`src/rtl/pld_pkg.sv`:
```
// pld_pkg: shared types and codes of the polyline delta decoder
// no dependencies; used by every rtl module of the block
`timescale 1ns / 1ps

package pld_pkg;

    // command codes of an input word
    localparam logic CMD_START = 1'b0;
    localparam logic CMD_DATA  = 1'b1;

    // status codes of a result word
    localparam logic [1:0] ST_SEGMENT = 2'd0;
    localparam logic [1:0] ST_BAD_ROP = 2'd1;
    localparam logic [1:0] ST_TRUNC   = 2'd2;

    // valid raster op range
    localparam logic [7:0] ROP_MIN = 8'd1;
    localparam logic [7:0] ROP_MAX = 8'd16;

    // flag store index width for the largest supported store
    localparam int FLAG_IDX_W = 6;

    typedef struct packed {
        logic               command;
        logic signed [15:0] start_x;
        logic signed [15:0] start_y;
        logic [7:0]         line_count;
        logic [7:0]         data_size;
        logic [7:0]         rop_code;
        logic [7:0]         pen_colour;
        logic [7:0]         data_byte;
    } item_t;

    typedef struct packed {
        logic [1:0]         status;
        logic [3:0]         rop;
        logic signed [15:0] from_x;
        logic signed [15:0] from_y;
        logic signed [15:0] to_x;
        logic signed [15:0] to_y;
        logic [7:0]         colour;
        logic               last;
    } result_t;

    // delta byte phase within one segment
    typedef enum logic [1:0] {
        PH_X_LO = 2'd0,
        PH_X_HI = 2'd1,
        PH_Y_LO = 2'd2,
        PH_Y_HI = 2'd3
    } phase_t;

    // access of the decoder to the flag store
    typedef struct packed {
        logic                  we;
        logic [FLAG_IDX_W-1:0] waddr;
        logic [7:0]            wdata;
        logic [FLAG_IDX_W-1:0] raddr;
    } flag_req_t;

endpackage

```
`src/rtl/pld_flag_ram.sv`:
```
// pld_flag_ram: flag byte store, one write and one registered read per cycle
// depends on pld_pkg (flag_req_t)
`timescale 1ns / 1ps

module pld_flag_ram #(
    parameter int FLAG_STORE_DEPTH = 64
) (
    input  logic                clk,
    input  pld_pkg::flag_req_t  req,
    output logic [7:0]          rdata
);

    localparam int AW = (FLAG_STORE_DEPTH > 1) ? $clog2(FLAG_STORE_DEPTH) : 1;

    logic [7:0] mem [FLAG_STORE_DEPTH];
    logic [7:0] rdata_reg;

    always_ff @(posedge clk)
    begin
        if (req.we)
        begin
            mem[req.waddr[AW-1:0]] <= req.wdata;
        end
    end

    // write-through when the same entry is written and read in one cycle
    always_ff @(posedge clk)
    begin
        if (req.we && (req.waddr == req.raddr))
        begin
            rdata_reg <= req.wdata;
        end
        else
        begin
            rdata_reg <= mem[req.raddr[AW-1:0]];
        end
    end

    assign rdata = rdata_reg;

endmodule

```
`src/rtl/pld_out_buf.sv`:
```
// pld_out_buf: two-entry result buffer, output register plus skid stage
// depends on pld_pkg (result_t)
`timescale 1ns / 1ps

module pld_out_buf (
    input  logic              clk,
    input  logic              rst_n,
    input  logic              push,
    input  pld_pkg::result_t  push_word,
    output logic              full,
    output logic              result_valid,
    input  logic              result_stall,
    output pld_pkg::result_t  result
);

    logic             valid0_reg, valid0_next;
    logic             valid1_reg, valid1_next;
    pld_pkg::result_t word0_reg, word0_next;
    pld_pkg::result_t word1_reg, word1_next;
    logic             pop;

    assign pop = valid0_reg && !result_stall;

    always_comb
    begin
        valid0_next = valid0_reg;
        valid1_next = valid1_reg;
        word0_next  = word0_reg;
        word1_next  = word1_reg;
        if (pop)
        begin
            valid0_next = valid1_reg || push;
            word0_next  = valid1_reg ? word1_reg : push_word;
            valid1_next = valid1_reg && push;
            word1_next  = push_word;
        end
        else if (!valid0_reg)
        begin
            valid0_next = push;
            word0_next  = push_word;
        end
        else if (push)
        begin
            valid1_next = 1'b1;
            word1_next  = push_word;
        end
    end

    always_ff @(posedge clk or negedge rst_n)
    begin
        if (!rst_n)
        begin
            valid0_reg <= 1'b0;
            valid1_reg <= 1'b0;
        end
        else
        begin
            valid0_reg <= valid0_next;
            valid1_reg <= valid1_next;
        end
    end

    always_ff @(posedge clk)
    begin
        word0_reg <= word0_next;
        word1_reg <= word1_next;
    end

    assign full         = valid1_reg;
    assign result_valid = valid0_reg;
    assign result       = word0_reg;

endmodule

```
`src/rtl/pld_decode.sv`:
```
// pld_decode: order state, flag pair lookup and delta accumulation
// depends on pld_pkg; reads and writes the flag store through flag_req_t
`timescale 1ns / 1ps

module pld_decode #(
    parameter int FLAG_STORE_DEPTH = 64,
    parameter int COORD_WIDTH      = 16
) (
    input  logic               clk,
    input  logic               rst_n,
    input  logic               accept,
    input  pld_pkg::item_t     item,
    output pld_pkg::flag_req_t flag_req,
    input  logic [7:0]         flag_rdata,
    output logic               push,
    output pld_pkg::result_t   push_word
);

    localparam int CW = COORD_WIDTH;

    logic [CW-1:0]   cur_x_reg, cur_x_next;
    logic [CW-1:0]   cur_y_reg, cur_y_next;
    logic [CW-1:0]   from_x_reg, from_x_next;
    logic [CW-1:0]   from_y_reg, from_y_next;
    logic [7:0]      pos_reg, pos_next;
    logic [7:0]      seg_idx_reg, seg_idx_next;
    logic [7:0]      lines_reg, lines_next;
    logic [7:0]      size_reg, size_next;
    logic [3:0]      rop_reg, rop_next;
    logic [7:0]      colour_reg, colour_next;
    logic [7:0]      held_reg, held_next;
    logic            active_reg, active_next;
    pld_pkg::phase_t phase_reg, phase_next;

    logic            is_start, bad_rop, data_go, ended, flag_byte, seg_live;
    logic [7:0]      lines_m1, nflag;
    logic            beyond;
    logic [7:0]      fbyte;
    logic [1:0]      raw_pair, pair;
    pld_pkg::phase_t eff_phase;
    logic            long_byte, x_done, y_done, seg_done, last_seg;
    logic signed [14:0] d_long;
    logic signed [6:0]  d_short;
    logic [CW-1:0]   delta, new_x, new_y, seg_from_x, seg_from_y;

    // ---------------------------------------------------------------
    // decode of the current word
    // ---------------------------------------------------------------
    assign is_start = accept && (item.command == pld_pkg::CMD_START);
    assign bad_rop  = (item.rop_code < pld_pkg::ROP_MIN) || (item.rop_code > pld_pkg::ROP_MAX);
    assign data_go  = accept && (item.command == pld_pkg::CMD_DATA) && active_reg;

    assign ended    = ({1'b0, pos_reg} + 9'd1) >= {1'b0, size_reg};
    assign lines_m1 = lines_reg - 8'd1;
    assign nflag    = (lines_reg == 8'd0) ? 8'd1 : ({2'b00, lines_m1[7:2]} + 8'd1);
    assign flag_byte = pos_reg < nflag;
    assign seg_live  = !flag_byte && (seg_idx_reg < lines_reg);

    // flag byte of the current segment sits in the ram output register
    assign beyond = {1'b0, seg_idx_reg[7:2]} >= 7'(FLAG_STORE_DEPTH);
    assign fbyte  = beyond ? 8'h00 : flag_rdata;

    always_comb
    begin
        unique case (seg_idx_reg[1:0])
            2'd0:    raw_pair = fbyte[7:6];
            2'd1:    raw_pair = fbyte[5:4];
            2'd2:    raw_pair = fbyte[3:2];
            default: raw_pair = fbyte[1:0];
        endcase
    end

    // a zero pair means both coordinates change
    assign pair = (raw_pair == 2'b00) ? 2'b11 : raw_pair;

    assign eff_phase = ((phase_reg == pld_pkg::PH_X_LO) && !pair[0]) ? pld_pkg::PH_Y_LO
                                                                      : phase_reg;
    assign long_byte = item.data_byte[7];
    assign x_done = ((eff_phase == pld_pkg::PH_X_LO) && !long_byte)
                 || (eff_phase == pld_pkg::PH_X_HI);
    assign y_done = ((eff_phase == pld_pkg::PH_Y_LO) && !long_byte)
                 || (eff_phase == pld_pkg::PH_Y_HI);
    assign seg_done = seg_live && (y_done || (x_done && !pair[1]));
    assign last_seg = (({1'b0, seg_idx_reg} + 9'd1) >= {1'b0, lines_reg}) || ended;

    assign d_long  = signed'({held_reg[6:0], item.data_byte});
    assign d_short = signed'(item.data_byte[6:0]);
    assign delta   = ((eff_phase == pld_pkg::PH_X_HI) || (eff_phase == pld_pkg::PH_Y_HI))
                   ? CW'(d_long) : CW'(d_short);

    assign new_x = (seg_live && x_done) ? (cur_x_reg + delta) : cur_x_reg;
    assign new_y = (seg_live && y_done) ? (cur_y_reg + delta) : cur_y_reg;
    assign seg_from_x = (phase_reg == pld_pkg::PH_X_LO) ? cur_x_reg : from_x_reg;
    assign seg_from_y = (phase_reg == pld_pkg::PH_X_LO) ? cur_y_reg : from_y_reg;

    // ---------------------------------------------------------------
    // next state
    // ---------------------------------------------------------------
    always_comb
    begin
        cur_x_next   = cur_x_reg;
        cur_y_next   = cur_y_reg;
        from_x_next  = from_x_reg;
        from_y_next  = from_y_reg;
        pos_next     = pos_reg;
        seg_idx_next = seg_idx_reg;
        lines_next   = lines_reg;
        size_next    = size_reg;
        rop_next     = rop_reg;
        colour_next  = colour_reg;
        held_next    = held_reg;
        active_next  = active_reg;
        phase_next   = phase_reg;
        if (is_start)
        begin
            if (bad_rop)
            begin
                active_next = 1'b0;
            end
            else
            begin
                lines_next   = item.line_count;
                size_next    = item.data_size;
                rop_next     = 4'(item.rop_code - 8'd1);
                colour_next  = item.pen_colour;
                cur_x_next   = CW'(item.start_x);
                cur_y_next   = CW'(item.start_y);
                from_x_next  = CW'(item.start_x);
                from_y_next  = CW'(item.start_y);
                pos_next     = 8'd0;
                seg_idx_next = 8'd0;
                held_next    = 8'd0;
                phase_next   = pld_pkg::PH_X_LO;
                active_next  = (item.data_size != 8'd0);
            end
        end
        else if (data_go)
        begin
            pos_next = pos_reg + 8'd1;
            if (ended)
            begin
                active_next = 1'b0;
            end
            if (seg_live)
            begin
                cur_x_next  = new_x;
                cur_y_next  = new_y;
                from_x_next = seg_from_x;
                from_y_next = seg_from_y;
                if (seg_done)
                begin
                    phase_next   = pld_pkg::PH_X_LO;
                    seg_idx_next = seg_idx_reg + 8'd1;
                    if (last_seg)
                    begin
                        active_next = 1'b0;
                    end
                end
                else if (ended)
                begin
                    phase_next = pld_pkg::PH_X_LO;
                end
                else if (x_done)
                begin
                    phase_next = pld_pkg::PH_Y_LO;
                end
                else if (eff_phase == pld_pkg::PH_X_LO)
                begin
                    phase_next = pld_pkg::PH_X_HI;
                    held_next  = item.data_byte;
                end
                else
                begin
                    phase_next = pld_pkg::PH_Y_HI;
                    held_next  = item.data_byte;
                end
            end
        end
    end

    // ---------------------------------------------------------------
    // outputs: flag store access and result word
    // ---------------------------------------------------------------
    always_comb
    begin
        flag_req.we    = data_go && flag_byte
                      && ({1'b0, pos_reg} < 9'(FLAG_STORE_DEPTH));
        flag_req.waddr = pos_reg[pld_pkg::FLAG_IDX_W-1:0];
        flag_req.wdata = item.data_byte;
        // fetch the flag byte of the segment that the next word works on
        flag_req.raddr = seg_idx_next[7:2];
    end

    always_comb
    begin
        push      = 1'b0;
        push_word = '0;
        if (is_start && bad_rop)
        begin
            push             = 1'b1;
            push_word.status = pld_pkg::ST_BAD_ROP;
            push_word.last   = 1'b1;
        end
        else if (data_go && seg_live && (seg_done || ended))
        begin
            push             = 1'b1;
            push_word.status = seg_done ? pld_pkg::ST_SEGMENT : pld_pkg::ST_TRUNC;
            push_word.rop    = rop_reg;
            push_word.from_x = seg_from_x[15:0];
            push_word.from_y = seg_from_y[15:0];
            push_word.to_x   = new_x[15:0];
            push_word.to_y   = new_y[15:0];
            push_word.colour = colour_reg;
            push_word.last   = seg_done ? last_seg : 1'b1;
        end
    end

    // ---------------------------------------------------------------
    // registers
    // ---------------------------------------------------------------
    always_ff @(posedge clk or negedge rst_n)
    begin
        if (!rst_n)
        begin
            pos_reg     <= 8'd0;
            seg_idx_reg <= 8'd0;
            active_reg  <= 1'b0;
            phase_reg   <= pld_pkg::PH_X_LO;
        end
        else
        begin
            pos_reg     <= pos_next;
            seg_idx_reg <= seg_idx_next;
            active_reg  <= active_next;
            phase_reg   <= phase_next;
        end
    end

    always_ff @(posedge clk)
    begin
        cur_x_reg  <= cur_x_next;
        cur_y_reg  <= cur_y_next;
        from_x_reg <= from_x_next;
        from_y_reg <= from_y_next;
        lines_reg  <= lines_next;
        size_reg   <= size_next;
        rop_reg    <= rop_next;
        colour_reg <= colour_next;
        held_reg   <= held_next;
    end

endmodule

```
`src/rtl/polyline_delta_decoder.sv`:
```
// polyline_delta_decoder: top level, decodes delta-coded polyline orders a byte a word
// depends on pld_pkg, pld_flag_ram, pld_decode, pld_out_buf
//
//   channel   valid          stall          word
//   input     item_valid     item_stall     item   (pld_pkg::item_t)
//   output    result_valid   result_stall   result (pld_pkg::result_t)
//
// one input word is taken every cycle while item_stall is low; results are registered.
// the flag byte of the next segment is fetched ahead from the flag ram,
// with write-through when a flag byte lands on the entry being fetched.
// item_stall rises only when both result slots hold words nobody has taken.
// reset is asynchronous; the flag store needs no clearing, so no wait after reset.
`timescale 1ns / 1ps

module polyline_delta_decoder #(
    parameter int FLAG_STORE_DEPTH = 64,
    parameter int COORD_WIDTH      = 16
) (
    input  logic              clk,
    input  logic              rst_n,
    input  logic              item_valid,
    output logic              item_stall,
    input  pld_pkg::item_t    item,
    output logic              result_valid,
    input  logic              result_stall,
    output pld_pkg::result_t  result
);

    logic               accept;
    logic               full;
    logic               push;
    pld_pkg::result_t   push_word;
    pld_pkg::flag_req_t flag_req;
    logic [7:0]         flag_rdata;

    assign item_stall = full;
    assign accept     = item_valid && !item_stall;

    pld_flag_ram #(
        .FLAG_STORE_DEPTH(FLAG_STORE_DEPTH)
    ) u_flag_ram (
        .clk   (clk),
        .req   (flag_req),
        .rdata (flag_rdata)
    );

    pld_decode #(
        .FLAG_STORE_DEPTH(FLAG_STORE_DEPTH),
        .COORD_WIDTH     (COORD_WIDTH)
    ) u_decode (
        .clk        (clk),
        .rst_n      (rst_n),
        .accept     (accept),
        .item       (item),
        .flag_req   (flag_req),
        .flag_rdata (flag_rdata),
        .push       (push),
        .push_word  (push_word)
    );

    pld_out_buf u_out_buf (
        .clk          (clk),
        .rst_n        (rst_n),
        .push         (push),
        .push_word    (push_word),
        .full         (full),
        .result_valid (result_valid),
        .result_stall (result_stall),
        .result       (result)
    );

    // a full buffer always presents a word
    a_stall_has_result: assert property (@(posedge clk) disable iff (!rst_n)
        item_stall |-> result_valid)
        else $error("input stalled with no result pending");

    // a bad raster op start is always followed by a valid result word on the next cycle
    a_bad_rop_result: assert property (@(posedge clk) disable iff (!rst_n)
        (accept && (item.command == pld_pkg::CMD_START)
            && ((item.rop_code < pld_pkg::ROP_MIN) || (item.rop_code > pld_pkg::ROP_MAX)))
        |=> result_valid)
        else $error("bad raster op start gave no result");

    // bad-op and truncated results always close the order
    a_error_is_last: assert property (@(posedge clk) disable iff (!rst_n)
        (result_valid && (result.status != pld_pkg::ST_SEGMENT)) |-> result.last)
        else $error("error result not marked last");

    // flag store is never written while a data word is not accepted
    a_flag_write_on_accept: assert property (@(posedge clk) disable iff (!rst_n)
        flag_req.we |-> (accept && (item.command == pld_pkg::CMD_DATA)))
        else $error("flag store written without a data word");

endmodule
```
`config.mk`:
```
export PLATFORM = sky130hd
export DESIGN_NAME = polyline_delta_decoder
export DESIGN_NICKNAME = d
export VERILOG_FILES = /design/src/rtl/pld_pkg.sv /design/src/rtl/pld_flag_ram.sv /design/src/rtl/pld_out_buf.sv /design/src/rtl/pld_decode.sv /design/src/rtl/polyline_delta_decoder.sv
export SDC_FILE = /design/constraint.sdc
export NUM_CORES = 1
export LEC_CHECK = 0
export ABC_AREA = 1
export BUFFER_PORTS_ARGS = -buffer_cell sky130_fd_sc_hd__clkbuf_2
export CELL_PAD_IN_SITES_DETAIL_PLACEMENT = 2
export CELL_PAD_IN_SITES_GLOBAL_PLACEMENT = 2
export CORE_UTILIZATION = 24
export DETAILED_ROUTE_END_ITERATION = 10
export PLACE_DENSITY = 0.54
export SKIP_LAST_GASP = 1
export SYNTH_ARGS = -nofsm -noshare
export SYNTH_HDL_FRONTEND = slang
export SYNTH_SLANG_ARGS = --single-unit
```
`constraint.sdc`:
```
create_clock -name clk -period 12.5 [get_ports clk]
set_clock_uncertainty 0.15 [all_clocks]
set_input_delay 3.75 -clock clk [delete_from_list [all_inputs] [get_ports clk]]
set_output_delay 3.75 -clock clk [all_outputs]
set_load 0.02 [all_outputs]
```
==> metrics.txt, run 1 <==
# TYPE chip_impl_metric gauge
chip_impl_info{name="outcome",value="finished clean"} 1
chip_impl_metric{name="post_route_cells_drive_above_1_share",unit=""} 0.125
chip_impl_metric{name="die_area",unit="sq um"} 150000
chip_impl_metric{name="place.port_buffers",unit=""} 157
chip_impl_info{name="synth.area.top_cells",value="edfxtp_1, nand2_1, nand3_1"} 1
chip_impl_info{name="crit_path_top_delay_cell",value="nor2_4"} 1
chip_impl_metric{name="finalWirelength",unit="microns"} 116000
chip_impl_metric{name="antenna_found_initial",unit=""} 3
chip_impl_metric{name="drt_drc_violations_left",unit=""} 0
chip_impl_metric{name="floorplan.rows",unit=""} 141
chip_impl_metric{name="detail_route.iter0.violations",unit=""} 1332
chip_impl_metric{name="critPathRequiredTime",unit="ns"} 12.67
chip_impl_metric{name="number_of_enable_type_register_cells_in_the_synthesized_netlist",unit=""} 769
chip_impl_metric{name="post_synth_instance_area",unit="sq um"} 35600
chip_impl_metric{name="initial_utilization",unit=""} 0.241
chip_impl_metric{name="globalRouteOverflowTotal",unit=""} 0
chip_impl_metric{name="cts_resized",unit=""} 0
chip_impl_metric{name="gp_congestion",unit=""} 0.755
chip_impl_metric{name="pwr_density_cell",unit="nW/um^2"} 206
chip_impl_metric{name="vias_after_detailed_routing",unit=""} 24200
chip_impl_metric{name="min_period_over_period",unit=""} 0.565
chip_impl_metric{name="pin_count",unit=""} 158
chip_impl_info{name="worst_setup_path_end_kind",value="flop"} 1
chip_impl_metric{name="h-tree-depth",unit=""} 3
chip_impl_info{name="timing.setup.critical_path_class",value="in -> reg"} 1
chip_impl_info{name="timing.critical_path.from",value="item[16]"} 1
chip_impl_metric{name="area.growth.synth_to_final",unit="%"} 16.3
chip_impl_metric{name="drtPass1Iterations",unit=""} 5
chip_impl_metric{name="cp_num_cells",unit=""} 11
chip_impl_metric{name="post_cts.repair.setup_buffers",unit=""} 0
chip_impl_metric{name="grt_start_max_net_pins",unit=""} 139
chip_impl_metric{name="synth_cells",unit=""} 3175
chip_impl_metric{name="setup_total_negative_slack",unit="ns"} 0
chip_impl_metric{name="filler_cell_count",unit=""} 15900
chip_impl_metric{name="antenna_left",unit=""} 0
chip_impl_metric{name="fraction_of_registers_with_async_set_or_reset_after_synthesis",unit=""} 0.0264
chip_impl_metric{name="total_power",unit="mW"} 8.52
chip_impl_info{name="worst_path_top_cell_family_by_delay",value="simple AND/OR/NAND/NOR gates"} 1
chip_impl_info{name="rsz0062_at_grt",value="false"} 1
chip_impl_metric{name="cts-buffers-inserted",unit=""} 95
chip_impl_metric{name="crit_buf_inv",unit=""} 3
chip_impl_metric{name="grt_pass1_wl",unit="microns"} 174000
chip_impl_metric{name="peakVddDrop",unit="V"} 0.000107
chip_impl_metric{name="die_boundary_height",unit="microns"} 387
chip_impl_metric{name="track_usage",unit=""} 0.154
chip_impl_metric{name="synth.yosys.warnings",unit=""} 0
chip_impl_metric{name="worst-path-max-fanout",unit=""} 67
chip_impl_metric{name="cts_hold_repair.buffers",unit=""} 0
chip_impl_metric{name="fp.dieW",unit="microns"} 387
chip_impl_metric{name="cts.sinks",unit=""} 796
chip_impl_metric{name="wl_per_cell",unit="microns"} 21.8
chip_impl_metric{name="syn-num-nets",unit=""} 3321
chip_impl_metric{name="largest_reg_flops",unit=""} 512
chip_impl_info{name="crit_path_cell_trace",value="clkbuf_2 > inv_1 > ha_1 > nand3_1 > or2_2 > nand3_1 > nor2_4 > inv_1 > nand2_4 > nand2_1 > a21oi_1"} 1
chip_impl_info{name="worst_hold_path_type",value="reg -> reg"} 1
chip_impl_metric{name="ctsLongestPathBuffers",unit=""} 3
chip_impl_metric{name="layout.nets",unit=""} 3452
chip_impl_metric{name="worst_setup_hold_path_clk_slew",unit="ns"} 0.06
chip_impl_metric{name="worst-r2r-cell-count",unit=""} 24
chip_impl_info{name="reg_to_reg_critical_path_endpoint",value="u_out_buf.word1_reg[11]"} 1
chip_impl_metric{name="maxSlewViolCount",unit=""} 0
chip_impl_metric{name="vias_in_the_first_global_route",unit=""} 26500
chip_impl_metric{name="slew_hr",unit=""} 0.137
chip_impl_metric{name="synth.top_cell.area_share",unit=""} 0.648
chip_impl_info{name="synthDominantAreaCellType",value="edfxtp_1"} 1
chip_impl_metric{name="post_synth.cell_area_avg",unit="sq um"} 11.2
chip_impl_metric{name="latest_clock_arrival_within_the_worst_skew_pair",unit="ns"} 0.70
chip_impl_metric{name="dp.final_hpwl",unit="microns"} 72900
chip_impl_metric{name="final_critical_delay_including_setup_and_external_delays",unit="ns"} 7.06
chip_impl_metric{name="fmax",unit="MHz"} 142
chip_impl_metric{name="arrival",unit="ns"} 7.23
chip_impl_info{name="startpoint_type",value="primary input"} 1
chip_impl_info{name="post-synth-top-count-cell",value="nand2_1"} 1
chip_impl_info{name="clock-root-buffer",value="clkbuf_16"} 1
chip_impl_metric{name="area_of_the_core",unit="sq um"} 148000
chip_impl_metric{name="final_instance_area",unit="sq um"} 41400
chip_impl_metric{name="synth.lib_cells_used.distinct",unit=""} 46
chip_impl_metric{name="power.leakage",unit="nW"} 15.4
chip_impl_metric{name="drv_cap",unit=""} 0
chip_impl_metric{name="yosysSeqAreaShare",unit=""} 0.666
chip_impl_metric{name="timing.reg2reg.setup_slack",unit="ns"} 5.77
chip_impl_info{name="synth_common_cells",value="nand2_1, edfxtp_1, nand3_1"} 1
chip_impl_info{name="ys.flop_type",value="edfxtp_1"} 1
chip_impl_metric{name="finalHoldViolations",unit=""} 0
chip_impl_metric{name="timing_worst_slew_pin_value",unit="ns"} 1.29
chip_impl_metric{name="final-setup-viol-count",unit=""} 0
chip_impl_metric{name="detailed_place.area",unit="sq um"} 38300
chip_impl_metric{name="synth.ff_latch_count",unit=""} 796
chip_impl_info{name="timing.critical_path.to",value="u_decode.held_reg[6]"} 1
chip_impl_metric{name="post_drt_via_cell_ratio",unit=""} 4.55
chip_impl_metric{name="critPathMaxStageDelay",unit="ns"} 0.83
chip_impl_info{name="cts_tree",value="built"} 1
==> layout make-up <==
| class | count | area, sq um | share of cell area |
|---|---|---|---|
| Timing Repair Buffer | 196 | 1110 | 0.0267 |
| Clock inverter | 58 | 668 | 0.0161 |
| Inverter | 161 | 619 | 0.0149 |
| Clock buffer | 120 | 2520 | 0.0609 |
| Antenna cell | 1 | 2.50 | 0.0000604 |
| Multi-Input combinational cell | 2056 | 10400 | 0.250 |
| Tap cell | 1930 | 2410 | 0.0583 |
| Sequential cell | 796 | 23700 | 0.573 |
==> power by group <==
part,leakage (nW),switching [mW],internal (mW)
combinational,6.38,1.73,0.627
sequential,7.47,0.145,3.17
clock,1.56,1.18,1.67
total,15.4,3.05,5.47
==> worst min-delay path by stage <==
| stage | start | to | slack (ns) | depth (start not counted) |
|---|---|---|---|---|
| after floorplan | u_out_buf.word1_reg[77] | u_out_buf.result[77] | 0.35 | 2 |
| after global placement | u_decode.colour_reg[2] | u_out_buf.word1_reg[3] | 0.39 | 2 |
| after detailed placement | u_decode.colour_reg[4] | u_out_buf.word1_reg[5] | 0.40 | 2 |
| after CTS | u_decode.colour_reg[4] | u_out_buf.word1_reg[5] | 0.42 | 2 |
| after global routing | u_decode.colour_reg[4] | u_out_buf.word1_reg[5] | 0.44 | 2 |
| final | u_decode.colour_reg[4] | u_out_buf.word1_reg[5] | 0.41 | 2 |
==> tightest hold or removal path, stage by stage, from the launching register on <==
cell      delay (ns)
edfxtp_1        0.32
inv_1           0.05
nor2_1          0.09
==> layout by cell type (no fill, tap or decap), types with 13 or more instances in the layout <==
cell type  count
ha_1          67
nand3_1      435
o22ai_1       24
buf_4         39
xor2_1        33
o22ai_2       62
mux2i_1       25
nor3_1        14
edfxtp_1     769
dfrtp_1       20
nand2_1      881
nor2_1       230
nand4_1       13
clkbuf_16     97
inv_1        152
o21ai_1       68
clkbuf_1      22
clkbuf_2     150
a21oi_1       60
clkinv_2      23
o21ai_0       89
clkinv_1      17
==> metal layers <==
layer / global-route usage / vias up / routed length, microns
met1: 0.206 / 12300 / 54800
met4: 0.0451 / 2 / 2720
met3: 0.0232 / 137 / 3920
met5: 0 / - / 13
li1: - / 11400 / -
met2: 0.254 / 361 / 54300
==> stage by stage <==
step / cells / setup WS, ns / hold slack [ns] / utilization
2_1_floorplan: 3175 / 3.88 / 0.346 / -
3_3_place_gp: 5139 / 4.66 / 0.390 / 0.259
3_5_place_dp: 5139 / 4.46 / 0.401 / 0.259
4_1_cts: 5317 / 5.23 / 0.416 / 0.281
5_1_grt: 5317 / 5.02 / 0.441 / 0.281
6_report: 5318 / 5.44 / 0.412 / 0.281
==> cell families after synthesis <==
logic type / count (synthesis) / synth area share
multiplexers: 25 / 0.00702
XOR/XNOR: 39 / 0.00958
AND/OR/NAND/NOR: 1593 / 0.186
buffers and inverters: 323 / 0.0449
adder cells (fa/ha/maj): 69 / 0.0246
flip-flops: 796 / 0.666
AO/OA/AOI/OAI: 330 / 0.0622
Note: power is estimated with default switching activity, not from simulation.
==> run 2: changes to the inputs <==
- clock period: 12.5 -> 7.35 ns (I/O delays scaled with it)
==> metrics.txt, run 2 (synthesis results as in run 1) <==
# TYPE chip_impl_metric gauge
chip_impl_metric{name="track_usage",unit=""} 0.157
chip_impl_info{name="startpoint_type",value="flop"} 1
chip_impl_metric{name="place.port_buffers",unit=""} 157
chip_impl_metric{name="min_period_over_period",unit=""} 0.790
chip_impl_info{name="cp_common_cell",value="nor2_1"} 1
chip_impl_metric{name="antenna_left",unit=""} 0
chip_impl_metric{name="cts_hold_repair.buffers",unit=""} 0
chip_impl_metric{name="post_route_cells_drive_above_1_share",unit=""} 0.128
chip_impl_info{name="rsz0062_at_grt",value="false"} 1
chip_impl_metric{name="critPathRequiredTime",unit="ns"} 7.49
chip_impl_info{name="outcome",value="finished clean"} 1
chip_impl_metric{name="final-instance-count-excl-fill",unit=""} 5338
chip_impl_metric{name="pwr_density_cell",unit="nW/um^2"} 346
chip_impl_metric{name="cts-buffers-inserted",unit=""} 97
chip_impl_metric{name="finalWirelength",unit="microns"} 118000
chip_impl_metric{name="antenna_found_initial",unit=""} 3
chip_impl_metric{name="timing.reg2reg.setup_slack",unit="ns"} 1.55
chip_impl_metric{name="fmax",unit="MHz"} 172
chip_impl_info{name="mostFrequentLayoutCells",value="nand2_1, edfxtp_1, nand3_1"} 1
chip_impl_metric{name="final-setup-viol-count",unit=""} 0
chip_impl_metric{name="cts.sinks",unit=""} 796
chip_impl_info{name="reg_to_reg_critical_path_endpoint",value="u_flag_ram.mem[21][4]"} 1
chip_impl_metric{name="wl_per_cell",unit="microns"} 22.1
chip_impl_metric{name="vias_after_detailed_routing",unit=""} 24400
chip_impl_metric{name="grt_start_max_net_pins",unit=""} 138
chip_impl_metric{name="die_area",unit="sq um"} 150000
chip_impl_metric{name="drv_cap",unit=""} 0
chip_impl_metric{name="vias_in_the_first_global_route",unit=""} 26500
chip_impl_metric{name="floorplan.rows",unit=""} 141
chip_impl_metric{name="finalHoldViolations",unit=""} 0
chip_impl_metric{name="latest_clock_arrival_within_the_worst_skew_pair",unit="ns"} 0.71
chip_impl_metric{name="arrival",unit="ns"} 5.95
chip_impl_metric{name="power.leakage",unit="nW"} 15.4
chip_impl_metric{name="globalRouteOverflowTotal",unit=""} 0
chip_impl_metric{name="worst_setup_hold_path_clk_slew",unit="ns"} 0.06
chip_impl_metric{name="area.growth.synth_to_final",unit="%"} 16.3
chip_impl_metric{name="worst-path-max-fanout",unit=""} 8
chip_impl_metric{name="grt_pass1_wl",unit="microns"} 177000
chip_impl_info{name="timing.setup.critical_path_class",value="reg -> reg"} 1
chip_impl_metric{name="slew_hr",unit=""} 0.177
chip_impl_metric{name="total_power",unit="mW"} 14.4
chip_impl_metric{name="crit_buf_inv",unit=""} 2
chip_impl_metric{name="final_critical_delay_including_setup_and_external_delays",unit="ns"} 5.80
chip_impl_metric{name="post-route-util",unit=""} 0.281
chip_impl_metric{name="layout.nets",unit=""} 3473
chip_impl_metric{name="detail_route.iter0.violations",unit=""} 1227
chip_impl_metric{name="ctsLongestPathBuffers",unit=""} 3
chip_impl_metric{name="largest_reg_flops",unit=""} 512
chip_impl_info{name="worst_hold_path_type",value="reg -> reg"} 1
chip_impl_info{name="worst_path_top_cell_family_by_delay",value="simple AND/OR/NAND/NOR gates"} 1
chip_impl_metric{name="cts_resized",unit=""} 0
chip_impl_metric{name="setup_total_negative_slack",unit="ns"} 0
chip_impl_metric{name="pin_count",unit=""} 158
chip_impl_metric{name="post_drt_via_cell_ratio",unit=""} 4.57
chip_impl_metric{name="diodes",unit=""} 0
chip_impl_metric{name="final_instance_area",unit="sq um"} 41500
chip_impl_info{name="crit_path_top_delay_cell",value="nor2_1"} 1
chip_impl_metric{name="detailed_place.area",unit="sq um"} 38400
chip_impl_info{name="crit_path_cell_trace",value="nor2_1 > nand2_1 > nor2_1 > nand2_1 > nor2_1 > inv_1 > nand2_1 > inv_1 > nor3_1 > o21ai_0 > o21ai_0 > ha_1 > a21oi_1 > o21a_1 > nand2_1 > nor2_1 > nand4_1 > nor2_1 > nand3_1 > nor2_1"} 1
chip_impl_metric{name="gp_congestion",unit=""} 0.751
chip_impl_metric{name="die_boundary_height",unit="microns"} 387
chip_impl_info{name="hold_path_startpoint",value="u_out_buf.word1_reg[77]"} 1
chip_impl_metric{name="timing_worst_slew_pin_value",unit="ns"} 1.23
chip_impl_metric{name="dp.final_hpwl",unit="microns"} 77100
chip_impl_info{name="cts_tree",value="built"} 1
chip_impl_info{name="worst_hold_path.endpoint",value="u_out_buf.result[77]"} 1
chip_impl_metric{name="critPathMaxStageDelay",unit="ns"} 0.99
chip_impl_metric{name="area_of_the_core",unit="sq um"} 148000
chip_impl_metric{name="post_placement_cell_count",unit=""} 5158
chip_impl_metric{name="initial_utilization",unit=""} 0.241
chip_impl_metric{name="post_cts.repair.setup_buffers",unit=""} 0
chip_impl_metric{name="fp.dieW",unit="microns"} 387
chip_impl_info{name="worst_setup_path_end_kind",value="flop"} 1
chip_impl_info{name="layout_commonest_cell",value="nand2_1"} 1
chip_impl_info{name="clock-root-buffer",value="clkbuf_16"} 1
chip_impl_metric{name="peakVddDrop",unit="V"} 0.000149
chip_impl_metric{name="drtPass1Iterations",unit=""} 5
chip_impl_metric{name="worst-r2r-cell-count",unit=""} 20
chip_impl_metric{name="h-tree-depth",unit=""} 3
chip_impl_metric{name="maxSlewViolCount",unit=""} 0
chip_impl_metric{name="hold_depth",unit=""} 2
chip_impl_metric{name="filler_cell_count",unit=""} 16000
chip_impl_info{name="rr_startpoint",value="u_decode.lines_reg[0]"} 1
chip_impl_metric{name="drt_drc_violations_left",unit=""} 0
[run 2: cell types whose count changed in the layout (fill, tap and decap cells not counted), moves of 2 or more]
cell / before / now
clkinv_16: 3 / 1
buf_12: 2 / 6
clkinv_8: 1 / 3
bufinv_16: 11 / 6
clkinv_1: 17 / 29
buf_4: 39 / 54
clkinv_2: 23 / 20
[run 2: per-layer routing]
metal / up-vias / routed length (microns) / track usage
met5: - / 13 / 0
met4: 2 / 3390 / 0.0519
met3: 156 / 4090 / 0.0240
met2: 388 / 54700 / 0.253
met1: 12400 / 56000 / 0.214
li1: 11500 / - / -
[run 2: power by group]
group / switching (mW) / internal [mW] / total, mW
Clock: 2.01 / 2.64 / 4.64
Combinational: 2.97 / 1.11 / 4.08
Sequential: 0.237 / 5.39 / 5.63
Total: 5.21 / 9.14 / 14.4
[run 2: how the worst max path moves through the flow]
stage	slack (ns)	endpoint	from	cells after the start
global placement	1.70	u_out_buf.result[21]	item[6]	17
CTS	1.57	u_flag_ram.mem[21][4]	u_decode.lines_reg[0]	20
global route	1.01	u_flag_ram.mem[21][4]	u_decode.lines_reg[0]	20
detailed placement	1.61	u_out_buf.result[37]	item[6]	15
finish	1.55	u_flag_ram.mem[21][4]	u_decode.lines_reg[0]	20
floorplan	0.27	u_decode.held_reg[0]	item_valid	8
[run 2: worst min-delay path: cells and delay by family, from the launching register on]
family	cells	cell delay [ns]
flip-flops	1	0.33
AND/OR/NAND/NOR	2	0.11
[run 2: final cells by class]
type,instances,area (sq um),share of cell area
inverter,161,619,0.0149
clock buffer,118,2510,0.0604
tap,1930,2410,0.0582
timing repair buffer,215,1300,0.0314
multi-input combinational,2056,10400,0.250
sequential,796,23700,0.573
clock inverter,62,508,0.0123
[run 2: through the flow]
step	setup slack (ns)	hold slack [ns]
2_1_floorplan	0.273	0.346
3_3_place_gp	1.70	0.372
3_5_place_dp	1.61	0.391
4_1_cts	1.57	0.400
5_1_grt	1.01	0.407
6_report	1.55	0.395
==> run 3: changes to the inputs <==
- ABC_AREA: 1 -> 0
- PLACE_DENSITY: 0.54 -> 0.5
- clock period: 7.35 -> 5.5 ns (I/O delays scaled with it)
==> metrics.txt, run 3 <==
# TYPE chip_impl_metric gauge
chip_impl_metric{name="post_placement_cell_count",unit=""} 4214
chip_impl_metric{name="critPathRequiredTime",unit="ns"} 5.73
chip_impl_metric{name="filler_cell_count",unit=""} 14500
chip_impl_metric{name="final-setup-viol-count",unit=""} 0
chip_impl_info{name="worst_hold_path_type",value="reg -> reg"} 1
chip_impl_info{name="timing.setup.critical_path_class",value="reg -> reg"} 1
chip_impl_metric{name="place.port_buffers",unit=""} 157
chip_impl_info{name="mostFrequentLayoutCells",value="edfxtp_1, nor2_1, nand2_1, clkbuf_2, buf_4"} 1
chip_impl_metric{name="cts_hold_repair.buffers",unit=""} 0
chip_impl_metric{name="cts.sinks",unit=""} 796
chip_impl_info{name="synthDominantAreaCellType",value="edfxtp_1"} 1
chip_impl_info{name="synth_common_cells",value="edfxtp_1, nor2_1, nand2_1"} 1
chip_impl_metric{name="layout.nets",unit=""} 2577
chip_impl_metric{name="worst_setup_hold_path_clk_slew",unit="ns"} 0.06
chip_impl_metric{name="post-route-util",unit=""} 0.294
chip_impl_metric{name="arrival",unit="ns"} 5.46
chip_impl_info{name="post-synth-top-count-cell",value="edfxtp_1"} 1
chip_impl_metric{name="die_area",unit="sq um"} 143000
chip_impl_metric{name="drtPass1Iterations",unit=""} 4
chip_impl_metric{name="h-tree-depth",unit=""} 3
chip_impl_metric{name="synth_cells",unit=""} 2116
chip_impl_info{name="worst_setup_path_end_kind",value="flop"} 1
chip_impl_metric{name="largest_reg_flops",unit=""} 512
chip_impl_info{name="outcome",value="finished clean"} 1
chip_impl_metric{name="peakVddDrop",unit="V"} 0.000216
chip_impl_metric{name="grt_pass1_wl",unit="microns"} 157000
chip_impl_metric{name="ctsLongestPathBuffers",unit=""} 3
chip_impl_metric{name="min_period_over_period",unit=""} 0.950
chip_impl_metric{name="synth.top_cell.area_share",unit=""} 0.679
chip_impl_metric{name="timing_worst_slew_pin_value",unit="ns"} 1.07
chip_impl_metric{name="post_synth_instance_area",unit="sq um"} 34000
chip_impl_metric{name="initial_utilization",unit=""} 0.243
chip_impl_metric{name="synth.ff_latch_count",unit=""} 796
chip_impl_info{name="synth.area.top_cells",value="edfxtp_1, mux4_2, ha_1"} 1
chip_impl_metric{name="finalHoldViolations",unit=""} 0
chip_impl_metric{name="maxSlewViolCount",unit=""} 0
chip_impl_metric{name="timing.reg2reg.setup_slack",unit="ns"} 0.27
chip_impl_metric{name="wl_per_cell",unit="microns"} 24.7
chip_impl_metric{name="cts-buffers-inserted",unit=""} 91
chip_impl_metric{name="hold_depth",unit=""} 2
chip_impl_metric{name="floorplan.rows",unit=""} 137
chip_impl_metric{name="seq_area",unit="sq um"} 23700
chip_impl_info{name="hold_path_startpoint",value="u_out_buf.word1_reg[42]"} 1
chip_impl_info{name="rsz0062_at_grt",value="false"} 1
chip_impl_metric{name="synth.lib_cells_used.distinct",unit=""} 75
chip_impl_metric{name="fmax",unit="MHz"} 191
chip_impl_info{name="rr_startpoint",value="u_decode.lines_reg[3]"} 1
chip_impl_metric{name="worst-path-max-fanout",unit=""} 25
chip_impl_metric{name="gp_congestion",unit=""} 0.798
chip_impl_metric{name="grt_start_max_net_pins",unit=""} 117
chip_impl_metric{name="fp.dieW",unit="microns"} 378
chip_impl_metric{name="final-instance-count-excl-fill",unit=""} 4379
chip_impl_metric{name="pwr_density_cell",unit="nW/um^2"} 355
chip_impl_info{name="startpoint_type",value="flop"} 1
chip_impl_metric{name="syn-num-nets",unit=""} 2262
chip_impl_metric{name="total_power",unit="mW"} 14.6
chip_impl_info{name="layout_commonest_cell",value="edfxtp_1"} 1
chip_impl_metric{name="area_of_the_core",unit="sq um"} 140000
chip_impl_metric{name="drt_drc_violations_left",unit=""} 0
chip_impl_metric{name="final_critical_delay_including_setup_and_external_delays",unit="ns"} 5.23
chip_impl_metric{name="vias_after_detailed_routing",unit=""} 19800
chip_impl_info{name="cts_tree",value="built"} 1
chip_impl_metric{name="antenna_found_initial",unit=""} 8
chip_impl_metric{name="pin_count",unit=""} 158
chip_impl_metric{name="vias_in_the_first_global_route",unit=""} 22100
chip_impl_metric{name="track_usage",unit=""} 0.152
chip_impl_metric{name="latest_clock_arrival_within_the_worst_skew_pair",unit="ns"} 0.71
chip_impl_metric{name="antenna_left",unit=""} 0
chip_impl_metric{name="dp.final_hpwl",unit="microns"} 75100
chip_impl_metric{name="worst-r2r-cell-count",unit=""} 15
chip_impl_metric{name="post_synth.cell_area_avg",unit="sq um"} 16.1
chip_impl_metric{name="finalWirelength",unit="microns"} 108000
chip_impl_metric{name="die_boundary_height",unit="microns"} 378
chip_impl_metric{name="multiInputGateArea",unit="sq um"} 9690
chip_impl_info{name="reg_to_reg_critical_path_endpoint",value="u_out_buf.word1_reg[46]"} 1
chip_impl_info{name="ys.flop_type",value="edfxtp_1"} 1
chip_impl_metric{name="number_of_enable_type_register_cells_in_the_synthesized_netlist",unit=""} 769
chip_impl_metric{name="drv_cap",unit=""} 0
chip_impl_metric{name="fraction_of_registers_with_async_set_or_reset_after_synthesis",unit=""} 0.0264
chip_impl_metric{name="slew_hr",unit=""} 0.284
chip_impl_metric{name="synth.yosys.warnings",unit=""} 0
chip_impl_info{name="worst_hold_path.endpoint",value="u_out_buf.result[42]"} 1
chip_impl_metric{name="globalRouteOverflowTotal",unit=""} 0
chip_impl_info{name="clock-root-buffer",value="clkbuf_16"} 1
chip_impl_metric{name="yosysSeqAreaShare",unit=""} 0.698
chip_impl_metric{name="power.leakage",unit="nW"} 14.0
chip_impl_metric{name="post_route_cells_drive_above_1_share",unit=""} 0.256
chip_impl_metric{name="area.growth.synth_to_final",unit="%"} 21.1
chip_impl_metric{name="post_drt_via_cell_ratio",unit=""} 4.53
chip_impl_metric{name="detail_route.iter0.violations",unit=""} 1201
==> run 3: cell count changes in the layout (fill, tap and decap cells not counted), moves of 20 or more <==
cell,delta
and2_1,+29
xnor2_1,+24
a21oi_1,+34
o21ai_1,-67
a22o_1,+20
mux4_2,+125
inv_1,-117
buf_4,+102
o22ai_2,-62
nand2_1,-724
nor2_1,-36
mux2i_1,+55
nand3_1,-409
==> run 3: cell type report <==
cell class / instances / area share
Clock inverter: 59 / 0.0160
Inverter: 35 / 0.00319
Tap cell: 1876 / 0.0570
Sequential cell: 796 / 0.576
Antenna cell: 1 / 0.0000607
Timing Repair Buffer: 328 / 0.0548
Multi-Input combinational cell: 1179 / 0.235
Clock buffer: 105 / 0.0573
==> run 3: kinds of logic after synthesis <==
logic type | count (synthesis) | synth area share
flip-flops | 796 | 0.698
AND/OR/NAND/NOR | 506 | 0.0658
AO/OA/AOI/OAI | 333 | 0.0628
multiplexers | 226 | 0.116
buffers and inverters | 141 | 0.0201
adder cells (fa/ha/maj) | 69 | 0.0258
XOR/XNOR | 45 | 0.0116
==> run 3: timing repair <==
| item | 4_1_cts | 5_1_grt |
|---|---|---|
| endpoints found under the setup margin | 0 | 3 |
| endpoints found under the hold margin | 0 | 0 |
| buffers inserted | 0 | 0 |
| gates resized for setup | 0 | 2 |
==> run 3: through the flow <==
| stage | hold slack (ns) | worst slack [ns] | area [sq um] | TNS, ns |
|---|---|---|---|---|
| after global routing | 0.395 | 0.0284 | 41200 | 0 |
| final | 0.378 | 0.273 | 41200 | 0 |
| after global placement | 0.357 | 0.327 | 38200 | 0 |
| after CTS | 0.374 | 0.146 | 41200 | 0 |
| after detailed placement | 0.366 | 0.210 | 38200 | 0 |
| after floorplan | 0.342 | -0.310 | 34100 | -24.52 |
==> run 3: per-layer routing <==
layer	track usage	share of wire	vias to the layer above
met3	0.0291	0.040	150
li1	-	-	8856
met4	0.0522	0.028	8
met1	0.193	0.44	10500
met5	0	0.00047	-
met2	0.257	0.49	337
==> run 3: how the worst max path moves through the flow <==
stage	from	slack, ns	end
CTS	u_decode.lines_reg[3]	0.15	u_out_buf.result[9]
floorplan	u_decode.lines_reg[1]	-0.31	u_out_buf.word1_reg[0]
finish	u_decode.lines_reg[3]	0.27	u_out_buf.word1_reg[46]
global placement	item[1]	0.33	u_decode.cur_x_reg[14]
detailed placement	u_decode.lines_reg[3]	0.21	u_decode.cur_x_reg[0]
global route	u_decode.lines_reg[3]	0.03	u_out_buf.result[48]
==> run 3: worst max-delay path, cell delays in order, from the launching register on <==
cell and delay (ns):
edfxtp_1 0.41, or4_4 0.60, and2_0 0.29, nand3_1 0.12
o21ai_0 0.11, a221oi_1 0.35, ha_1 0.23, nand4_1 0.13
o311a_1 0.37, buf_4 0.18, or3_1 0.51, or2_2 0.51
a21o_4 0.26, a31oi_4 0.18, buf_12 0.24, buf_4 0.22
==> run 3: power by group <==
| group | switching [mW] | total [mW] | internal, mW | leakage, nW |
|---|---|---|---|---|
| clock network | 2.59 | 6.19 | 3.61 | 1.46 |
| registers | 0.108 | 6.91 | 6.81 | 7.49 |
| logic | 0.975 | 1.51 | 0.536 | 5.05 |
| total | 3.67 | 14.6 | 10.9 | 14.0 |
